==> src/rtl/core/risc_decode_execute_core_assert.svh <==
// Assertion macros shared by the core's RTL.
`ifndef RISC_DECODE_EXECUTE_CORE_ASSERT_SVH
`define RISC_DECODE_EXECUTE_CORE_ASSERT_SVH

`ifndef ASSERT_OFF

// Same-cycle implication, disabled while reset is asserted.
`define RDEC_ASSERT_IMP(lbl, clk_s, rst_s, ante, cons, msg) \
  lbl: assert property (@(posedge clk_s) disable iff (!rst_s) (ante) |-> (cons)) \
    else $error(msg);

// Next-cycle implication, disabled while reset is asserted.
`define RDEC_ASSERT_NXT(lbl, clk_s, rst_s, ante, cons, msg) \
  lbl: assert property (@(posedge clk_s) disable iff (!rst_s) (ante) |=> (cons)) \
    else $error(msg);

`else

`define RDEC_ASSERT_IMP(lbl, clk_s, rst_s, ante, cons, msg)
`define RDEC_ASSERT_NXT(lbl, clk_s, rst_s, ante, cons, msg)

`endif

`endif

==> src/rtl/core/rdec_pkg.sv <==
package rdec_pkg;

  // Opcode field, bits 31..26 of the instruction.
  localparam logic [5:0] OP_NOP  = 6'h00;
  localparam logic [5:0] OP_ADDI = 6'h14;
  localparam logic [5:0] OP_ADD  = 6'h10;
  localparam logic [5:0] OP_SUB  = 6'h08;
  localparam logic [5:0] OP_MUL  = 6'h0C;
  localparam logic [5:0] OP_ANDI = 6'h04;
  localparam logic [5:0] OP_ORI  = 6'h0A;
  localparam logic [5:0] OP_BEQ  = 6'h02;
  localparam logic [5:0] OP_BNE  = 6'h03;
  localparam logic [5:0] OP_LW   = 6'h20;
  localparam logic [5:0] OP_SW   = 6'h28;
  localparam logic [5:0] OP_HALT = 6'h3F;

  localparam logic KIND_EXEC    = 1'b0;
  localparam logic KIND_PRELOAD = 1'b1;

  localparam logic [2:0] STAT_OK      = 3'd0;
  localparam logic [2:0] STAT_HALT    = 3'd1;
  localparam logic [2:0] STAT_BAD_OP  = 3'd2;
  localparam logic [2:0] STAT_LD_OOB  = 3'd3;
  localparam logic [2:0] STAT_ST_OOB  = 3'd4;
  localparam logic [2:0] STAT_PC_OOB  = 3'd5;
  localparam logic [2:0] STAT_STOPPED = 3'd6;

  typedef enum logic [3:0] {
    CLS_NOP,
    CLS_ADDI,
    CLS_ADD,
    CLS_SUB,
    CLS_MUL,
    CLS_ANDI,
    CLS_ORI,
    CLS_BEQ,
    CLS_BNE,
    CLS_LW,
    CLS_SW,
    CLS_HALT,
    CLS_BAD,
    CLS_PRELOAD
  } cls_t;

  // One classified word as it sits in the queue.
  typedef struct packed {
    cls_t        cls;
    logic [4:0]  rd;
    logic [4:0]  ra;
    logic [4:0]  rs2;
    logic [15:0] imm;
    logic [15:0] pl_addr;
    logic [7:0]  pl_byte;
  } ent_t;

  typedef struct packed {
    logic rd_en;
    logic wr_word;
    logic wr_byte;
  } dmem_ctl_t;

endpackage

==> src/rtl/core/rdec_front.sv <==
`include "risc_decode_execute_core_assert.svh"

module rdec_front import rdec_pkg::*; (
  input  logic        clk,
  input  logic        rst_n,
  input  logic        in_valid,
  output logic        in_stall,
  input  logic        in_item_kind,
  input  logic [31:0] in_instruction,
  input  logic [15:0] in_preload_address,
  input  logic [7:0]  in_preload_byte,
  input  logic        hold,
  output logic        hd_valid,
  output ent_t        hd,
  input  logic        pop
);

  localparam int QDEPTH = 2;
  localparam int QAW = $clog2(QDEPTH);
  localparam int CW = $clog2(QDEPTH + 1);

  function automatic ent_t classify(input logic kind, input logic [31:0] ins,
                                    input logic [15:0] pa, input logic [7:0] pb);
    ent_t       e;
    logic [5:0] op;
    op        = ins[31:26];
    e.rd      = ins[25:21];
    e.ra      = ins[20:16];
    e.rs2     = ins[15:11];
    e.imm     = ins[15:0];
    e.pl_addr = pa;
    e.pl_byte = pb;
    case (op)
      OP_NOP:  e.cls = CLS_NOP;
      OP_ADDI: e.cls = CLS_ADDI;
      OP_ADD:  e.cls = CLS_ADD;
      OP_SUB:  e.cls = CLS_SUB;
      OP_MUL:  e.cls = CLS_MUL;
      OP_ANDI: e.cls = CLS_ANDI;
      OP_ORI:  e.cls = CLS_ORI;
      OP_BEQ:  e.cls = CLS_BEQ;
      OP_BNE:  e.cls = CLS_BNE;
      OP_LW:   e.cls = CLS_LW;
      OP_SW:   e.cls = CLS_SW;
      OP_HALT: e.cls = CLS_HALT;
      default: e.cls = CLS_BAD;
    endcase
    // branches and stores read rD as their second operand
    if (op inside {OP_BEQ, OP_BNE, OP_SW}) begin
      e.rs2 = ins[25:21];
    end
    if (kind == KIND_PRELOAD) begin
      e.cls = CLS_PRELOAD;
    end
    return e;
  endfunction

  ent_t           q_r [QDEPTH];
  logic [QAW-1:0] wptr_r, wptr_nxt;
  logic [QAW-1:0] rptr_r, rptr_nxt;
  logic [CW-1:0]  count_r, count_nxt;
  logic           push;

  assign in_stall = hold || (count_r == CW'(QDEPTH));
  assign push     = in_valid && !in_stall;
  assign hd_valid = (count_r != '0);
  assign hd       = q_r[rptr_r];

  always_comb begin
    wptr_nxt  = push ? wptr_r + 1'b1 : wptr_r;
    rptr_nxt  = pop ? rptr_r + 1'b1 : rptr_r;
    count_nxt = count_r;
    if (push && !pop) begin
      count_nxt = count_r + 1'b1;
    end else if (pop && !push) begin
      count_nxt = count_r - 1'b1;
    end
  end

  always_ff @(posedge clk) begin
    if (!rst_n) begin
      wptr_r  <= '0;
      rptr_r  <= '0;
      count_r <= '0;
    end else begin
      wptr_r  <= wptr_nxt;
      rptr_r  <= rptr_nxt;
      count_r <= count_nxt;
    end
  end

  always_ff @(posedge clk) begin
    if (push) begin
      q_r[wptr_r] <= classify(in_item_kind, in_instruction, in_preload_address,
                              in_preload_byte);
    end
  end

  `RDEC_ASSERT_IMP(a_q_bound, clk, rst_n, 1'b1, count_r <= CW'(QDEPTH), "queue overfilled")
  `RDEC_ASSERT_IMP(a_q_pop, clk, rst_n, pop, count_r != '0, "pop from empty queue")
  `RDEC_ASSERT_NXT(a_q_push, clk, rst_n, push && !pop, hd_valid, "pushed word lost")

endmodule

==> config.mk <==
export PLATFORM = sky130hd
export DESIGN_NAME = rdec_front
export DESIGN_NICKNAME = d
export VERILOG_FILES = /design/src/rtl/core/rdec_pkg.sv /design/src/rtl/core/rdec_front.sv
export VERILOG_INCLUDE_DIRS = /design/src /design/src/rtl/core
export SDC_FILE = /design/constraint.sdc
export NUM_CORES = 1
export LEC_CHECK = 0
export ABC_AREA = 0
export BUFFER_PORTS_ARGS = -buffer_cell sky130_fd_sc_hd__buf_2
export CAP_MARGIN = 20
export CORE_MARGIN = 5
export CORE_UTILIZATION = 50
export CTS_BUF_LIST = sky130_fd_sc_hd__clkbuf_16
export CTS_CLUSTER_DIAMETER = 30
export DETAILED_ROUTE_END_ITERATION = 7
export PLACE_DENSITY = 0.78
export SLEW_MARGIN = 20
export SYNTH_ARGS = -nofsm -noshare
export SYNTH_HDL_FRONTEND = slang
export SYNTH_SLANG_ARGS = --single-unit
==> constraint.sdc <==
create_clock -name clk -period 4.9 [get_ports clk]
set_input_delay 0.49 -clock clk [delete_from_list [all_inputs] [get_ports clk]]
set_output_delay 0.49 -clock clk [all_outputs]
set_load 0.05 [all_outputs]
# After elaboration in Yosys (flattened, before gate mapping)
# Memories as Yosys holds them, arrays and structs flattened. A register that Yosys moved wholly into a read port is not among the register bits.
# Index checks and enable logic that the tools add are counted.
[totals]
word_cells = 42
output_inout_bits = 61
mem_bits_ro = 0
regBits = 4
n_memories = 1
latchBits = 0
mem_bits_rw = 118
input_bits = 62
[memory_table]
columns = ["name", "words", "word_bits", "rd", "rd_ports_with_merged_regs", "write_ports", "line", "text"]
rows = [
  ["q_r", 2, 59, 1, 1, 1, "rdec_front.sv:58", "ent_t q_r [QDEPTH];"],
]
[classes]
n_shift = 0
reduce_logical = 11
mul = 0
bitwise_logic = 0
addsub = 4
n_eq_ne = 12
order_cmp = 0
n_mux = 11
n_div = 0
[ops]
columns = ["operator", "count"]
rows = [
  ["one-hot mux 4 bit (12 select lines)", 1],
  ["== test 6 x 4 -> 1 bit, second input constant", 3],
  ["== test 6 bit, second input constant", 3],
  ["== test 6 x 2 -> 1 bit, second input constant", 2],
  ["== test 6 x 5 -> 1 bit, second input constant", 2],
  ["2-to-1 mux 5 bit", 2],
  ["2-to-1 mux 4 bit", 2],
  ["== test 6 x 3 -> 1 bit, second input constant", 1],
  ["zero test 6 bit", 1],
  ["2-to-1 mux 1 bit", 4],
  ["2-to-1 mux 2 bit", 2],
  ["nonzero test 2 bit", 2],
  ["logical AND 1 bit", 3],
  ["zero test 1 bit", 3],
  ["nonzero test 3 bit", 1],
  ["adder 1 bit, second input constant", 2],
  ["adder 2 x 1 -> 2 bit, second input constant", 1],
  ["== test 2 bit, second input constant", 1],
  ["subtractor 2 x 1 -> 2 bit, second input constant", 1],
  ["logical OR 1 bit", 1],
]

# Depth between registers and ports, before layout
[depth]
word_depth = 8
mapped_depth = 6
mapped_depth_nobuf = 6

# Worst setup path after synthesis
# OpenSTA, ideal clock, no wires.
[synth_path]
kind = "input port to flip-flop"
start = "input hold"
end = "memory q_r[0][0] (netlist name) (enable)"
stages = 2
setup_ns = 0.484
arrival_time_ns = 3.548
path_slack_ns = 0.868
t_required_ns = 4.416
path_buffers = 0
cell_sequence = "a211oi_1 nor2b_1"
[synth_via]
elab_chain_cells = 5
[synth_lines]
columns = ["item", "line", "text"]
rows = [
  ["start: declaration", "rdec_front.sv:12", "input logic hold,"],
  ["logical OR 1 bit", "rdec_front.sv:64", "assign in_stall = hold || (count_r == CW'(QDEPTH));"],
  ["zero test 1 bit", "rdec_front.sv:65", "assign push = in_valid && !in_stall;"],
  ["logical AND 1 bit", "rdec_front.sv:65", ""],
  ["2-to-1 mux 1 bit", "rdec_front.sv:93", "if (push) begin"],
  ["2-to-1 mux 1 bit (not written as such)", "rdec_front.sv:94", "q_r[wptr_r] <= classify(in_item_kind, in_instruction, in_preload_address,"],
  ["end: declaration", "rdec_front.sv:58", ""],
]
# No other way between the ends.

==> metrics <==
crit-path max FO 33; dpl ws approximately 2.2 ns; Post-DRT Antenna Nets 0; post-cts sizing count 0; RSZ-0062 raised after global routing false; worst hold path class primary input to flip-flop; Pins Over Slew Limit 0; commonest cells after routing, fill and taps aside 122 x buf_2, 118 x edfxtp_1, 64 x mux2_2; Fillers approximately 700; setup TNS 0 ns; die area ~12000 um^2; Site Rows 35; clk sinks 123; Initial Util between 50% and 60%; PD cells 477 nW/um^2; Avg Inst Size Synth between 15 and 20 um^2; CTS Buf Count 17; TritonRoute pass-1 iters 4; Synth cell types 37; Final Skew around 0.0063 ns; #FFs+latches synth 123; Design Area, Final a little over 6000 um^2; fmax around 0.36 GHz; P&R area growth vs syn 28.6%; vias per cell around 5; TritonCTS clock tree built; gr usage total between 10% and 20%; area share of the largest cell type after synthesis about three quarters; Synth area leader edfxtp_1; Synth Area in Compound Gates about 2.8%; worst-case clock buffer depth 2; clock latency on the worst-skew pair ~0.4 ns; initial antenna violation count 0; H-Tree Depth 4; largest net degree at the start of global routing 38; Final Non-Filler Cells 526; wire length per cell approximately 17 um; adder-cell share of the synthesized area less than 1%; CP Class flip-flop to primary output; worst endpoint data arrival time around 2.3 ns; CP max-delay cell dfxtp_2; Inst Count DP about 500; largest family of logic cells by synthesized area multiplexers; met1 usage 18.0%; Synth Cell Area about 4800 um^2; CP max stage delay 0.74 ns; crit path launch type flip-flop; max_slew headroom between 50% and 60%; first-pass GRT wire length between 10 and 15 mm; hold slack 0.276 ns; cts hold-fix bufs 0; core area ~9300 um^2; clock slew at reported path FFs 0.06 ns; crit-path leading delay family flip-flops; setup ws final between 2 and 2.5 ns; Tmin final 2.77 ns; period utilisation layout between 50% and 60%; post-synthesis xor/xnor area fraction less than 1%; GR Util met3 6.60%; final setup fails 0; I/O pin count between 100 and 150; Final Wtd Congestion between 0.8 and 0.9; Post-CTS Setup Bufs 0; final WL approximately 8.9 mm; CP required between 4 and 5 ns; Mapped Cells 252; commonest non-fill, non-tap cell in the layout buf_2; Port Buf Inserts roughly 120; maximum vdd drop 0.318 mV; final core utilization 66.2%; Top Usage Layer GRT met2; vias in the first global route around 2.8k; CP endpoint kind primary output; Vias 2627; Synth Warn # 0; Worst Path Buf+Inv 2; Overflow after GRT 0; Pwr Total slightly below 3 mW; post-synthesis mux area share between 15 and 20%; HPWL after DPL just under 6 mm; NumNets Final between 400 and 500; share of post-route cells with drive strength above 1 between 50% and 60%; placed cell areas around 5500 um^2; status finished, final reports clean; die height ~110 um; Slew @ Worst Pin around 0.70 ns; drt initial violations about 100; Synth area leaders edfxtp_1 74%, mux2_2 15%, dfxtp_1 2.1%; crit path cell chain buf_4 > mux2_2 > buf_2; chip width 108 um; detailed-route DRC error count 0; Clock Root Buffer clkbuf_16; final hold violations 0; M2 GR Usage about a quarter; syn_nets roughly 320; ANT cells 0; post-synthesis simple-gate area fraction 2.83%; Leak Pwr about 2.3 nW; max_cap viols 0; Seq/Total Area, Yosys approximately 76%
[report_power, final]
part,leakage (nW),internal (mW),switching [mW],total [mW]
Combinational,0.874,0.121,0.282,0.402
Clock,0.301,0.851,0.444,1.30
Sequential,1.12,1.21,0.0215,1.23
Total,2.30,2.18,0.748,2.93
[worst reg2reg max path: cells and delay by family, from the launching register on]
| family | cells | cell delay, ns |
|---|---|---|
| AND/OR/NAND/NOR | 1 | 0.69 |
| buffers and inverters | 2 | 0.66 |
| flip-flops | 1 | 0.38 |
| AO/OA/AOI/OAI | 1 | 0.46 |
[cell usage after synthesis (all sizes together)]
library cell,count
edfxtp,118
mux2,64
buf,6
clkbuf,6
dfxtp,5
and2,4
inv,4
nor2,4
o21ai,4
xor2,4
nand2,3
nor2b,3
a21boi,2
a21oi,2
a22o,2
nand3,2
nor3b,2
a211oi,1
a21o,1
a31o,1
a31oi,1
and4,1
ha,1
maj3,1
nand2b,1
nor3,1
nor4,1
o211ai,1
o21a,1
o32a,1
o32ai,1
or2,1
or3,1
xnor2,1
[flip-flops by register name (all words and copies together), names as in the netlist, named ones only]
name and flops:
count_r 2, q_r 118, rptr_r 1, wptr_r 1
[per-layer routing]
layer  vias to the layer above  share of wire [%]
li1                       1248                  -
met1                      1273                 41
met2                        99                 50
met3                         7                8.3
met4                         0               0.59
met5                         -                  0
[logic make-up after synthesis]
family          Yosys count
compound gates           18
mux                      64
xor+xnor                  5
buf+inv                  16
simple gates             24
flops                   123
fa+ha+maj                 2
[worst paths after layout]
| check | from | slack (ns) | depth (start not counted) | to |
|---|---|---|---|---|
| setup / recovery | flip-flop | 2.13 | 3 | hd[29] |
| hold / removal | in_preload_byte[4] | 0.28 | 1 | q_r[1][4]$_DFFE_PP_ |
| setup reg to reg | count_r[0]$_SDFFE_PN0P_ | 2.33 | 4 | q_r[0][31]$_DFFE_PP_ |
| hold reg to reg | count_r[1]$_SDFFE_PN0P_ | 0.55 | 2 | count_r[1]$_SDFFE_PN0P_ |
[area by class of cell]
type	count	area (um^2)	share of cell area, %
inverter	4	15.0	0.244
tap	129	161	2.63
multi-input combinational	113	1070	17.4
clock inverter	15	198	3.22
clock buffer	17	425	6.92
timing repair buffer	125	633	10.3
sequential	123	3640	59.3
(Power assumes the default switching activity.)
