### src/rtl/core/risc_decode_execute_core_assert.svh
// Assertion macros shared by the core's RTL.
`ifndef RISC_DECODE_EXECUTE_CORE_ASSERT_SVH
`define RISC_DECODE_EXECUTE_CORE_ASSERT_SVH

`ifndef ASSERT_OFF

// Same-cycle implication, disabled while reset is asserted.
`define RDEC_ASSERT_IMP(lbl, clk_s, rst_s, ante, cons, msg) \
  lbl: assert property (@(posedge clk_s) disable iff (!rst_s) (ante) |-> (cons)) \
    else $error(msg);

// Next-cycle implication, disabled while reset is asserted.
`define RDEC_ASSERT_NXT(lbl, clk_s, rst_s, ante, cons, msg) \
  lbl: assert property (@(posedge clk_s) disable iff (!rst_s) (ante) |=> (cons)) \
    else $error(msg);

`else

`define RDEC_ASSERT_IMP(lbl, clk_s, rst_s, ante, cons, msg)
`define RDEC_ASSERT_NXT(lbl, clk_s, rst_s, ante, cons, msg)

`endif

`endif

### src/rtl/core/rdec_pkg.sv
package rdec_pkg;

  // Opcode field, bits 31..26 of the instruction.
  localparam logic [5:0] OP_NOP  = 6'h00;
  localparam logic [5:0] OP_ADDI = 6'h14;
  localparam logic [5:0] OP_ADD  = 6'h10;
  localparam logic [5:0] OP_SUB  = 6'h08;
  localparam logic [5:0] OP_MUL  = 6'h0C;
  localparam logic [5:0] OP_ANDI = 6'h04;
  localparam logic [5:0] OP_ORI  = 6'h0A;
  localparam logic [5:0] OP_BEQ  = 6'h02;
  localparam logic [5:0] OP_BNE  = 6'h03;
  localparam logic [5:0] OP_LW   = 6'h20;
  localparam logic [5:0] OP_SW   = 6'h28;
  localparam logic [5:0] OP_HALT = 6'h3F;

  localparam logic KIND_EXEC    = 1'b0;
  localparam logic KIND_PRELOAD = 1'b1;

  localparam logic [2:0] STAT_OK      = 3'd0;
  localparam logic [2:0] STAT_HALT    = 3'd1;
  localparam logic [2:0] STAT_BAD_OP  = 3'd2;
  localparam logic [2:0] STAT_LD_OOB  = 3'd3;
  localparam logic [2:0] STAT_ST_OOB  = 3'd4;
  localparam logic [2:0] STAT_PC_OOB  = 3'd5;
  localparam logic [2:0] STAT_STOPPED = 3'd6;

  typedef enum logic [3:0] {
    CLS_NOP,
    CLS_ADDI,
    CLS_ADD,
    CLS_SUB,
    CLS_MUL,
    CLS_ANDI,
    CLS_ORI,
    CLS_BEQ,
    CLS_BNE,
    CLS_LW,
    CLS_SW,
    CLS_HALT,
    CLS_BAD,
    CLS_PRELOAD
  } cls_t;

  // One classified word as it sits in the queue.
  typedef struct packed {
    cls_t        cls;
    logic [4:0]  rd;
    logic [4:0]  ra;
    logic [4:0]  rs2;
    logic [15:0] imm;
    logic [15:0] pl_addr;
    logic [7:0]  pl_byte;
  } ent_t;

  typedef struct packed {
    logic rd_en;
    logic wr_word;
    logic wr_byte;
  } dmem_ctl_t;

endpackage

### src/rtl/core/rdec_ram.sv
module rdec_ram #(
  parameter int WIDTH = 8,
  parameter int DEPTH = 16,
  localparam int AW = $clog2(DEPTH)
) (
  input  logic             clk,
  input  logic             we,
  input  logic [AW-1:0]    waddr,
  input  logic [WIDTH-1:0] wdata,
  input  logic             re,
  input  logic [AW-1:0]    raddr,
  output logic [WIDTH-1:0] rdata
);

  logic [WIDTH-1:0] mem_q [DEPTH];

  always_ff @(posedge clk) begin
    if (we) begin
      mem_q[waddr] <= wdata;
    end
    if (re) begin
      rdata <= mem_q[raddr];
    end
  end

endmodule

### src/rtl/core/rdec_back.sv
`include "risc_decode_execute_core_assert.svh"

module rdec_back import rdec_pkg::*; #(
  parameter int MEM_BYTES = 65536,
  localparam int AW = $clog2(MEM_BYTES)
) (
  input  logic          clk,
  input  logic          rst_n,
  input  logic          hd_valid,
  input  ent_t          hd,
  output logic          pop,
  output dmem_ctl_t     mem_ctl,
  output logic [AW-1:0] mem_addr,
  output logic [31:0]   mem_wdata,
  input  logic [31:0]   mem_rdata,
  output logic          out_valid,
  input  logic          out_stall,
  output logic [2:0]    out_status,
  output logic          out_stopped,
  output logic [31:0]   out_next_pc,
  output logic          out_reg_written,
  output logic [4:0]    out_reg_index,
  output logic [31:0]   out_reg_value
);

  typedef enum logic [1:0] {S_ISSUE, S_EXEC, S_LOAD} state_t;

  localparam logic [31:0] MEM_LIMIT = 32'(MEM_BYTES - 4);
  localparam logic [31:0] MEM_SIZE  = 32'(MEM_BYTES);

  state_t      state_r, state_nxt;
  ent_t        cur_r, cur_nxt;
  logic [31:0] pc_r, pc_nxt;
  logic        run_r, run_nxt;
  logic [31:0] rf_vld_r, rf_vld_nxt;
  logic        out_valid_r, out_valid_nxt;
  logic [2:0]  out_status_r, out_status_nxt;
  logic        out_stopped_r, out_stopped_nxt;
  logic [31:0] out_next_pc_r, out_next_pc_nxt;
  logic        out_reg_written_r, out_reg_written_nxt;
  logic [4:0]  out_reg_index_r, out_reg_index_nxt;
  logic [31:0] out_reg_value_r, out_reg_value_nxt;

  logic [31:0] rf_a_q, rf_b_q, a_val, b_val;
  logic        rf_we;
  logic [31:0] sext, zext, pc_inc, br_tgt, eff, prod, pl_addr32;
  logic        eff_ok, pc_ok, pl_ok, out_free, commit;

  logic [2:0]  x_status;
  logic        x_run, x_wr, x_load, x_st, x_pl;
  logic [31:0] x_pc, x_val;
  logic [4:0]  x_idx;

  logic [2:0]  c_status;
  logic        c_run, c_wr;
  logic [31:0] c_pc, c_val;
  logic [4:0]  c_idx;

  // two copies of the register file give the two read ports
  rdec_ram #(.WIDTH(32), .DEPTH(32)) u_rf_a (
    .clk   (clk),
    .we    (rf_we),
    .waddr (c_idx),
    .wdata (c_val),
    .re    (pop),
    .raddr (hd.ra),
    .rdata (rf_a_q)
  );

  rdec_ram #(.WIDTH(32), .DEPTH(32)) u_rf_b (
    .clk   (clk),
    .we    (rf_we),
    .waddr (c_idx),
    .wdata (c_val),
    .re    (pop),
    .raddr (hd.rs2),
    .rdata (rf_b_q)
  );

  // never-written registers read as zero
  assign a_val = rf_vld_r[cur_r.ra]  ? rf_a_q : '0;
  assign b_val = rf_vld_r[cur_r.rs2] ? rf_b_q : '0;

  assign sext      = {{16{cur_r.imm[15]}}, cur_r.imm};
  assign zext      = {16'h0000, cur_r.imm};
  assign pc_inc    = pc_r + 32'd4;
  assign br_tgt    = pc_inc + {sext[29:0], 2'b00};
  assign eff       = a_val + sext;
  assign eff_ok    = (eff <= MEM_LIMIT);
  assign pc_ok     = (pc_r <= MEM_LIMIT);
  assign pl_addr32 = {16'h0000, cur_r.pl_addr};
  assign pl_ok     = (pl_addr32 < MEM_SIZE);
  assign prod      = a_val * b_val;
  assign out_free  = !out_valid_r || !out_stall;

  assign mem_addr  = (cur_r.cls == CLS_PRELOAD) ? pl_addr32[AW-1:0] : eff[AW-1:0];
  assign mem_wdata = (cur_r.cls == CLS_PRELOAD) ? {24'h000000, cur_r.pl_byte} : b_val;

  always_comb begin
    x_status = STAT_OK;
    x_run    = run_r;
    x_pc     = pc_r;
    x_wr     = 1'b0;
    x_idx    = '0;
    x_val    = '0;
    x_load   = 1'b0;
    x_st     = 1'b0;
    x_pl     = 1'b0;
    if (cur_r.cls == CLS_PRELOAD) begin
      x_pl = pl_ok;
    end else if (!run_r) begin
      x_status = STAT_STOPPED;
    end else if (!pc_ok) begin
      x_run    = 1'b0;
      x_status = STAT_PC_OOB;
    end else begin
      x_pc = pc_inc;
      case (cur_r.cls)
        CLS_ADDI: begin
          x_wr  = 1'b1;
          x_idx = cur_r.rd;
          x_val = a_val + sext;
        end
        CLS_ADD: begin
          x_wr  = 1'b1;
          x_idx = cur_r.rd;
          x_val = a_val + b_val;
        end
        CLS_SUB: begin
          x_wr  = 1'b1;
          x_idx = cur_r.rd;
          x_val = a_val - b_val;
        end
        CLS_MUL: begin
          x_wr  = 1'b1;
          x_idx = cur_r.rd;
          x_val = prod;
        end
        CLS_ANDI: begin
          x_wr  = 1'b1;
          x_idx = cur_r.rd;
          x_val = a_val & zext;
        end
        CLS_ORI: begin
          x_wr  = 1'b1;
          x_idx = cur_r.rd;
          x_val = a_val | zext;
        end
        CLS_BEQ: begin
          if (a_val == b_val) begin
            x_pc = br_tgt;
          end
        end
        CLS_BNE: begin
          if (a_val != b_val) begin
            x_pc = br_tgt;
          end
        end
        CLS_LW: begin
          if (eff_ok) begin
            x_load = 1'b1;
          end else begin
            x_run    = 1'b0;
            x_status = STAT_LD_OOB;
          end
        end
        CLS_SW: begin
          if (eff_ok) begin
            x_st = 1'b1;
          end else begin
            x_run    = 1'b0;
            x_status = STAT_ST_OOB;
          end
        end
        CLS_HALT: begin
          x_run    = 1'b0;
          x_status = STAT_HALT;
        end
        CLS_BAD: begin
          x_run    = 1'b0;
          x_status = STAT_BAD_OP;
        end
        default: begin
        end
      endcase
    end
  end

  // a load finishes in S_LOAD with the word from the registered memory read
  always_comb begin
    if (state_r == S_LOAD) begin
      c_status = STAT_OK;
      c_run    = run_r;
      c_pc     = pc_inc;
      c_wr     = 1'b1;
      c_idx    = cur_r.rd;
      c_val    = mem_rdata;
    end else begin
      c_status = x_status;
      c_run    = x_run;
      c_pc     = x_pc;
      c_wr     = x_wr;
      c_idx    = x_idx;
      c_val    = x_val;
    end
  end

  always_comb begin
    state_nxt           = state_r;
    cur_nxt             = cur_r;
    pc_nxt              = pc_r;
    run_nxt             = run_r;
    rf_vld_nxt          = rf_vld_r;
    out_valid_nxt       = out_valid_r && out_stall;
    out_status_nxt      = out_status_r;
    out_stopped_nxt     = out_stopped_r;
    out_next_pc_nxt     = out_next_pc_r;
    out_reg_written_nxt = out_reg_written_r;
    out_reg_index_nxt   = out_reg_index_r;
    out_reg_value_nxt   = out_reg_value_r;
    pop                 = 1'b0;
    commit              = 1'b0;
    mem_ctl             = '0;
    case (state_r)
      S_ISSUE: begin
        if (hd_valid) begin
          pop       = 1'b1;
          cur_nxt   = hd;
          state_nxt = S_EXEC;
        end
      end
      S_EXEC: begin
        if (x_load) begin
          mem_ctl.rd_en = 1'b1;
          state_nxt     = S_LOAD;
        end else if (out_free) begin
          commit          = 1'b1;
          mem_ctl.wr_word = x_st;
          mem_ctl.wr_byte = x_pl;
          state_nxt       = S_ISSUE;
        end
      end
      S_LOAD: begin
        if (out_free) begin
          commit    = 1'b1;
          state_nxt = S_ISSUE;
        end
      end
      default: begin
        state_nxt = S_ISSUE;
      end
    endcase
    if (commit) begin
      pc_nxt              = c_pc;
      run_nxt             = c_run;
      out_valid_nxt       = 1'b1;
      out_status_nxt      = c_status;
      out_stopped_nxt     = !c_run;
      out_next_pc_nxt     = c_pc;
      out_reg_written_nxt = c_wr;
      out_reg_index_nxt   = c_idx;
      out_reg_value_nxt   = c_val;
      if (c_wr) begin
        rf_vld_nxt[c_idx] = 1'b1;
      end
    end
  end

  assign rf_we = commit && c_wr;

  always_ff @(posedge clk) begin
    if (!rst_n) begin
      state_r     <= S_ISSUE;
      pc_r        <= '0;
      run_r       <= 1'b1;
      rf_vld_r    <= '0;
      out_valid_r <= 1'b0;
    end else begin
      state_r     <= state_nxt;
      pc_r        <= pc_nxt;
      run_r       <= run_nxt;
      rf_vld_r    <= rf_vld_nxt;
      out_valid_r <= out_valid_nxt;
    end
    cur_r             <= cur_nxt;
    out_status_r      <= out_status_nxt;
    out_stopped_r     <= out_stopped_nxt;
    out_next_pc_r     <= out_next_pc_nxt;
    out_reg_written_r <= out_reg_written_nxt;
    out_reg_index_r   <= out_reg_index_nxt;
    out_reg_value_r   <= out_reg_value_nxt;
  end

  assign out_valid       = out_valid_r;
  assign out_status      = out_status_r;
  assign out_stopped     = out_stopped_r;
  assign out_next_pc     = out_next_pc_r;
  assign out_reg_written = out_reg_written_r;
  assign out_reg_index   = out_reg_index_r;
  assign out_reg_value   = out_reg_value_r;

  `RDEC_ASSERT_NXT(a_run_sticky, clk, rst_n, !run_r, !run_r, "run flag set again")
  `RDEC_ASSERT_IMP(a_fault_stops, clk, rst_n, out_valid_r && (out_status_r != STAT_OK), out_stopped_r, "fault without stop")
  `RDEC_ASSERT_IMP(a_no_wr_zero, clk, rst_n, out_valid_r && !out_reg_written_r, (out_reg_index_r == '0) && (out_reg_value_r == '0), "register fields set without write")
  `RDEC_ASSERT_IMP(a_load_state, clk, rst_n, state_r == S_LOAD, cur_r.cls == CLS_LW, "load state without load")

endmodule

### config.mk
export PLATFORM = sky130hd
export DESIGN_NAME = rdec_back
export DESIGN_NICKNAME = d
export VERILOG_FILES = /design/src/rtl/core/rdec_pkg.sv /design/src/rtl/core/rdec_ram.sv /design/src/rtl/core/rdec_back.sv
export VERILOG_INCLUDE_DIRS = /design/src /design/src/rtl/core
export SDC_FILE = /design/constraint.sdc
export NUM_CORES = 2
export LEC_CHECK = 0
export BUFFER_PORTS_ARGS = -buffer_cell sky130_fd_sc_hd__buf_2
export CAP_MARGIN = 0
export CORE_AREA = 10 10 461 463
export CTS_BUF_LIST = sky130_fd_sc_hd__clkbuf_8
export CTS_CLUSTER_DIAMETER = 40
export DETAILED_ROUTE_END_ITERATION = 10
export DIE_AREA = 0 0 471 473
export HOLD_SLACK_MARGIN = 0.02
export PLACE_DENSITY = 0.62
export SYNTH_ARGS = -nofsm -noshare
export SYNTH_HDL_FRONTEND = slang
export SYNTH_SLANG_ARGS = --single-unit
### constraint.sdc
create_clock -name clk -period 10.9 [get_ports clk]
set_input_delay 0 -clock clk [delete_from_list [all_inputs] [get_ports clk]]
set_output_delay 0 -clock clk [all_outputs]
set_load 0.02 [all_outputs]
=== Yosys cells after proc, flatten, opt, wreduce, memory -nomap -nowiden ===
Memories as Yosys holds them, arrays and structs flattened. A register that Yosys moved wholly into a read port is not among the register bits.
Index checks and enable logic that the tools add are counted.

* Add/subtract/negate cells: 5
* $mul: 1
* Magnitude comparators: 7
* Equality and inequality tests: 18
* Multiplexer cells: 68
* Bitwise operators: 4
* Reductions and logical operators: 15

{| class="wikitable"
|+ Operators by type and width
! cell !! count
|-
| $mux 32 || 13
|-
| $pmux 32 s6 || 1
|-
| $add 32x32->32 || 3
|-
| $le 32x16->1 const B || 2
|-
| $pmux 32 s2 || 1
|-
| $add 32x3->32 const B || 1
|-
| $and 32x16->32 || 1
|-
| $eq 32x32->1 || 1
|-
| $mul 32x32->32 || 1
|-
| $ne 32x32->1 || 1
|-
| $or 32x16->32 || 1
|-
| $or 32x32->32 || 1
|-
| $sub 32x32->32 || 1
|-
| $mux 1 || 30
|-
| $mux 5 || 5
|-
| $eq 4x4->1 const B || 6
|-
| $lt 5x6->1 const B || 3
|-
| $lt 16x17->1 const B || 1
|-
| $eq 4x3->1 const B || 4
|-
| $mux 16 || 1
|-
| $mux 2 || 6
|-
| $mux 3 || 4
|-
| $pmux 3 s4 || 1
|-
| $bmux 1 s5 || 2
|-
| other kinds (18) || 27
|}

* Register bits: 201
* RAM bits: 2048
* Input bits: 95
* Output and inout port bits: 127
* Word-level logic and storage cells: 139
* Memories: 2

{| class="wikitable"
|+ Memory list
! name !! words !! width !! read ports !! clocked after memory_dff !! wr ports !! RTL line !! text
|-
| u_rf_a.mem_q || 32 || 32 || 1 || 1 || 1 || rdec_ram.sv:15 || <nowiki>logic [WIDTH-1:0] mem_q [DEPTH];</nowiki>
|-
| u_rf_b.mem_q || 32 || 32 || 1 || 1 || 1 || rdec_ram.sv:15 ||
|}

=== Logic depth before layout (Yosys ltp) ===
* Word-level depth: 15
* Depth in mapped cells: 41
* Gate-level depth less buffers: 36

=== By module ===
A second synthesis with hierarchy kept.

* Cells, all modules: 8312
* Area, all modules: 113541.4 µm²

{| class="wikitable"
|+ Modules (own cells, without submodules)
! module !! times used !! cells an instance !! area each (µm²) !! sequential area each (µm²)
|-
| rdec_ram (u_rf_a) || 1 || 2260 || 40812.9 || 31710.4
|-
| rdec_ram (u_rf_b) || 1 || 2260 || 40805.4 || 31710.4
|-
| rdec_back || 1 || 3792 || 31923.1 || 5255.0
|}

=== Worst setup path before layout ===
Ideal clock, no wire load.

* Kind: reg2reg
* Start point: register cur_r[40] (netlist name)
* End point: register out_reg_value_r[27] (netlist: out_reg_value[27]) (data pin)
* Setup time: 0.462 ns
* Data arrival time: 9.937 ns
* Required time: 10.438 ns
* Slack: 0.501 ns
* Cell stages (with the launch flop): 38
* Path buffers: 6
* Period minus slack after synthesis: 10.399 ns
* Cells stage by stage: edfxtp_1 > buf_2 > mux4_2 > mux4_2 > mux2_2 > clkbuf_1 > clkbuf_1 > buf_1 > and2_1 > clkbuf_1 > clkinv_1 > buf_1 > nor2_1 > fa_1 > inv_1 > fa_1 > inv_1 > fa_1 > [2 not listed] > inv_1 > fa_1 > fa_1 > fa_1 > fa_1 > ha_1 > a21oi_1 > nor2b_1 > o21ai_0 > nand2b_1 > a21o_1 > nor3_1 > a21oi_1 > a21o_1 > xor2_1 > a221o_1 > a221oi_1 > o21ai_0

* Cells in the longest elaborated chain, start to end: 9
* Elaborated cells between the ends (all ways): 11
* Classes of those cells: 2 x add/sub; 1 x mul; 8 x mux

{| class="wikitable"
|+ Ends and longest elaborated chain
! what !! RTL line !! text
|-
| from (decl) || rdec_back.sv:32 || <nowiki>ent_t cur_r, cur_nxt;</nowiki>
|-
| from (signal assigned) || rdec_back.sv:285 || <nowiki>cur_r <= cur_nxt;</nowiki>
|-
| $bmux 1 s5 (*) || rdec_back.sv:82 || <nowiki>assign b_val = rf_vld_r[cur_r.rs2] ? rf_b_q : '0;</nowiki>
|-
| $mux 1 (implied by the code) (*) || rdec_back.sv:82 ||
|-
| $mux 32 (*) || rdec_back.sv:82 ||
|-
| $mul 32x32->32 (tied with other cells) || rdec_back.sv:93 || <nowiki>assign prod = a_val * b_val;</nowiki>
|-
| $pmux 32 s6 (*) || rdec_back.sv:118 || <nowiki>case (cur_r.cls)</nowiki>
|-
| $mux 32 (*) || rdec_back.sv:113 || <nowiki>end else if (!pc_ok) begin</nowiki>
|-
| $mux 32 (*) || rdec_back.sv:111 || <nowiki>end else if (!run_r) begin</nowiki>
|-
| $mux 32 (*) || rdec_back.sv:109 || <nowiki>if (cur_r.cls == CLS_PRELOAD) begin</nowiki>
|-
| $mux 32 (*) || rdec_back.sv:191 || <nowiki>if (state_r == S_LOAD) begin</nowiki>
|-
| via c_val[27] || rdec_back.sv:56 || <nowiki>logic [31:0] c_pc, c_val;</nowiki>
|-
| to (signal assigned) || rdec_back.sv:291 || <nowiki>out_reg_value_r <= out_reg_value_nxt;</nowiki>
|-
| to (decl) || rdec_back.sv:42 || <nowiki>logic [31:0] out_reg_value_r, out_reg_value_nxt;</nowiki>
|}

Mark *: on every way through the listed nets, which the timed path passes. The rest lies on a longest branch. The select of a mux whose other input is x is not followed.
A chain may end at the register's enable or synchronous reset.

=== Worst setup path in the final report ===
* Start point: register cur_r[45] (netlist name)
* End point: memory u_rf_b.mem_q[7][22] (data pin)

* Cells in the longest elaborated chain, start to end: 9
* Elaborated cells between the ends (all ways): 14
* Classes of those cells: 3 x add/sub; 1 x mul; 8 x mux; 2 x bitwise

{| class="wikitable"
|+ Ends and longest elaborated chain
! what !! RTL line !! text
|-
| $bmux 1 s5 (*) || rdec_back.sv:81 || <nowiki>assign a_val = rf_vld_r[cur_r.ra] ? rf_a_q : '0;</nowiki>
|-
| $mux 1 (implied by the code) (*) || rdec_back.sv:81 ||
|-
| $mux 32 (*) || rdec_back.sv:81 ||
|-
| $mul 32x32->32 (tied with other cells) || rdec_back.sv:93 ||
|-
| $pmux 32 s6 (*) || rdec_back.sv:118 ||
|-
| $mux 32 (*) || rdec_back.sv:113 ||
|-
| $mux 32 (*) || rdec_back.sv:111 ||
|-
| $mux 32 (*) || rdec_back.sv:109 ||
|-
| $mux 32 (*) || rdec_back.sv:191 ||
|-
| via c_val[22] || rdec_back.sv:56 ||
|-
| to (decl) || rdec_ram.sv:15 ||
|}

Marked as above.

==> qor.txt <==
Vias/cell: 6.05
Clk buf depth: 3
Share of the synthesized area in the top cell type: 45.3%
DP HPWL: 194000 um
DR iter-0 viols: 6511
ANT nets after route: 0
Fillers: 18000
Fin crit share: 95.9%
Final hold slack: 0.113 ns
Register bit total from synthesis: 1285
Chip height: 473 um
Routed via count: 55800
Clock-pin transition on the worst setup and hold timing paths: 0.06 ns
Post-synth EDFFs: 1219
Peak VDD IR: 0.120 mV
Avg Inst Size Synth: 13.8 um^2
PD cells: 128 nW/um^2
Critical Path Slowest Stage Cell: edfxtp_1
GRT Residual Overflow: 0
Worst path max stage delay: 0.60 ns
Hold Path Stages: 2
Fmax: 95.7 MHz
CTS Buf Count: 220
Yosys cell types: 93
First-pass detailed-route iteration total: 6
Core Region: 204000 um^2
Post-synth ARST share: 0%
Clk Latency, worst-skew pair: 0.99 ns
Crit Path Class: reg -> reg
Share of layout cells above drive strength 1: 24.7%
Row count: 166
CP max FO: 33
Fin. max-slew vios: 0
Total Die Area: 223000 um^2
CTS tree: yes
Sequential area share after synthesis: 46.9%
Io pins: 222
Synthesized area: 80900 um^2
Slew @ Worst Pin: 1.41 ns
Synth area leaders: edfxtp_1 45%, mux4_2 18%, fa_1 10%, ha_1 4.1%, nor2_1 2.5%
WL/cell: 30.8 um
Initial antenna violation count: 14
Tmin final: 10.45 ns
Initial core utilization: 39.7%
CTS H-tree depth: 4
Status: completed
Clock skew: 0.0720 ns
First-pass GRT wire length: 410000 um
Crit path capture type: register
Largest area contributor in the netlist: edfxtp_1
GRT Util Overall: 25.2%
Slew headroom: 3.91%
Leakage: 0.0340 uW
Post-Synthesis Cells: 5858
FF-to-FF path depth: 35
Largest net degree at the start of global routing: 112
DRT Wirelength: 285000 um
RSZ-0062 raised after global routing: false
Max_cap viols: 0
Hold WC Path Type: in -> reg
Fin. Hold Viols: 0
Synth Warn #: 0
Root buf cell: clkbuf_8
Vias in the first global route: 57000
Setup Viol. Count Final: 0
CP dominant cell by count: fa_1
# nets final: 7120
Placer congestion estimate: 0.975
Area growth, synth to finish: 14.5%
CP Data Required Time: 11.56 ns
Die width: 471 um
Crit path arrival time: 11.11 ns
Kind of start point of the critical path: register
Drt drc: 0
Design Power: 11800 uW
Main synth FF type: edfxtp_1
Clk sink count: 1285
PortBufs: 219
==> sequential cells by signal, indices dropped and copies added (netlist names) <==
| signal | cells |
|---|---|
| u_rf_b.rdata | 32 |
| out_reg_written | 1 |
| out_stopped | 1 |
| out_status | 3 |
| pc_r | 30 |
| rf_vld_r | 32 |
| out_reg_value | 32 |
| cur_r | 59 |
| out_valid | 1 |
| out_reg_index | 5 |
| run_r | 1 |
| u_rf_b.mem_q | 928 |
| state_r | 2 |
| u_rf_a.mem_q | 96 |
| out_next_pc | 30 |
| u_rf_a.rdata | 32 |
==> power by group <==
group | total [uW] | internal (uW) | switching, uW | leakage (uW)
logic | 1710 | 626 | 1090 | 0.0197
registers | 5560 | 5500 | 59.7 | 0.0118
clock network | 4540 | 2410 | 2130 | 0.00248
==> cell type report <==
class | count | area [um^2] | area share [%]
multi-input combinational | 3698 | 40000 | 43.2
inverter | 524 | 1970 | 2.13
timing repair buffer | 619 | 4680 | 5.05
clock inverter | 180 | 1480 | 1.60
antenna | 9 | 22.5 | 0.0243
tap | 2688 | 3360 | 3.63
sequential | 1285 | 37900 | 41.0
clock buffer | 227 | 3120 | 3.37
==> cell usage after synthesis, drive strengths merged, types with 9 or more instances <==
library cell,number
a21o,31
a32o,17
xnor2,116
a21oi,185
a221o,15
nand2,468
clkbuf,271
nand3b,10
and3,18
a211oi,25
nor2b,32
a2111oi,13
o21a,24
o22ai,27
o211ai,10
clkinv,23
or3,18
mux2i,20
o21ai,164
nand3,81
nand2b,34
buf,81
o221ai,20
xor2,38
or4,9
nor4,19
o31ai,17
mux4,650
nor3,68
fa,412
nor2,531
inv,501
a221oi,21
o21bai,24
a31oi,22
edfxtp,1219
nand4,23
ha,265
or2,14
and2,47
a311oi,9
a21boi,30
mux2,76
dfxtp,66
==> metal layers <==
metal	track usage, %	routed length, um
met3	5.22	25600
met5	0	69
met4	12.0	15700
met2	40.4	134000
met1	32.7	110000
==> per-stage QoR <==
step	utilization (%)	std cells	setup TNS, ns	setup slack (ns)	area, um^2
after floorplan	-	5859	0	0.501	80900
after global placement	42.5	8665	0	0.113	86400
after detailed placement	42.5	8665	-0.0705	-0.00283	86400
after CTS	45.5	9220	0	0.230	92500
after global routing	45.5	9224	0	0.0143	92600
final	45.5	9230	0	0.448	92600
==> layout by cell type, fill, tap and decap left out, drive strengths merged, types with 164 or more instances in the layout <==
cell type,netlist,final
fa,412,412
mux4,650,650
o21ai,164,164
nand2,468,468
edfxtp,1219,1219
a21oi,185,185
inv,501,556
buf,81,471
clkbuf,271,227
nor2,531,531
ha,265,265
==> cells by family (layout without fill, tap and decap cells) <==
kind of cell / count (synthesis) / after routing / share of synthesized area [%]
fa+ha+maj: 677 / 677 / 14.3
other cells: 1 / 11 / 0.00464
compound gates: 727 / 727 / 6.00
flops: 1285 / 1285 / 46.9
xor+xnor: 156 / 156 / 1.72
mux: 746 / 746 / 19.4
simple gates: 1390 / 1390 / 7.53
buf+inv: 876 / 1550 / 4.12
==> critical path, delay by kind of cell, from the launching register on <==
kind | cells | cell delay (ns)
AO/OA/AOI/OAI | 11 | 2.49
buffers and inverters | 10 | 1.74
XOR/XNOR | 1 | 0.43
multiplexers | 1 | 0.21
AND/OR/NAND/NOR | 3 | 0.86
adder cells (fa/ha/maj) | 9 | 3.70
flip-flops | 1 | 0.60
==> worst paths after layout <==
path	startpoint	to	slack (ns)
setup / recovery	cur_r[45]	u_rf_b.mem_q[7][22]	0.45
hold / removal	hd[45]	cur_r[45]	0.11
setup reg to reg	cur_r[45]	u_rf_b.mem_q[7][22]	0.45
hold reg to reg	rf_vld_r[20]	rf_vld_r[20]	0.48
==> what timing repair did <==
item / 4_1_cts / 5_1_grt
hold endpoints to repair: 1184 / 0
gates resized for setup: 2 / 8
gates cloned: 0 / 0
buffers inserted: 0 / 1
hold buffers: 148 / 0
setup endpoints to repair: 66 / 263
No activity file was read; power rests on OpenSTA's default activity.
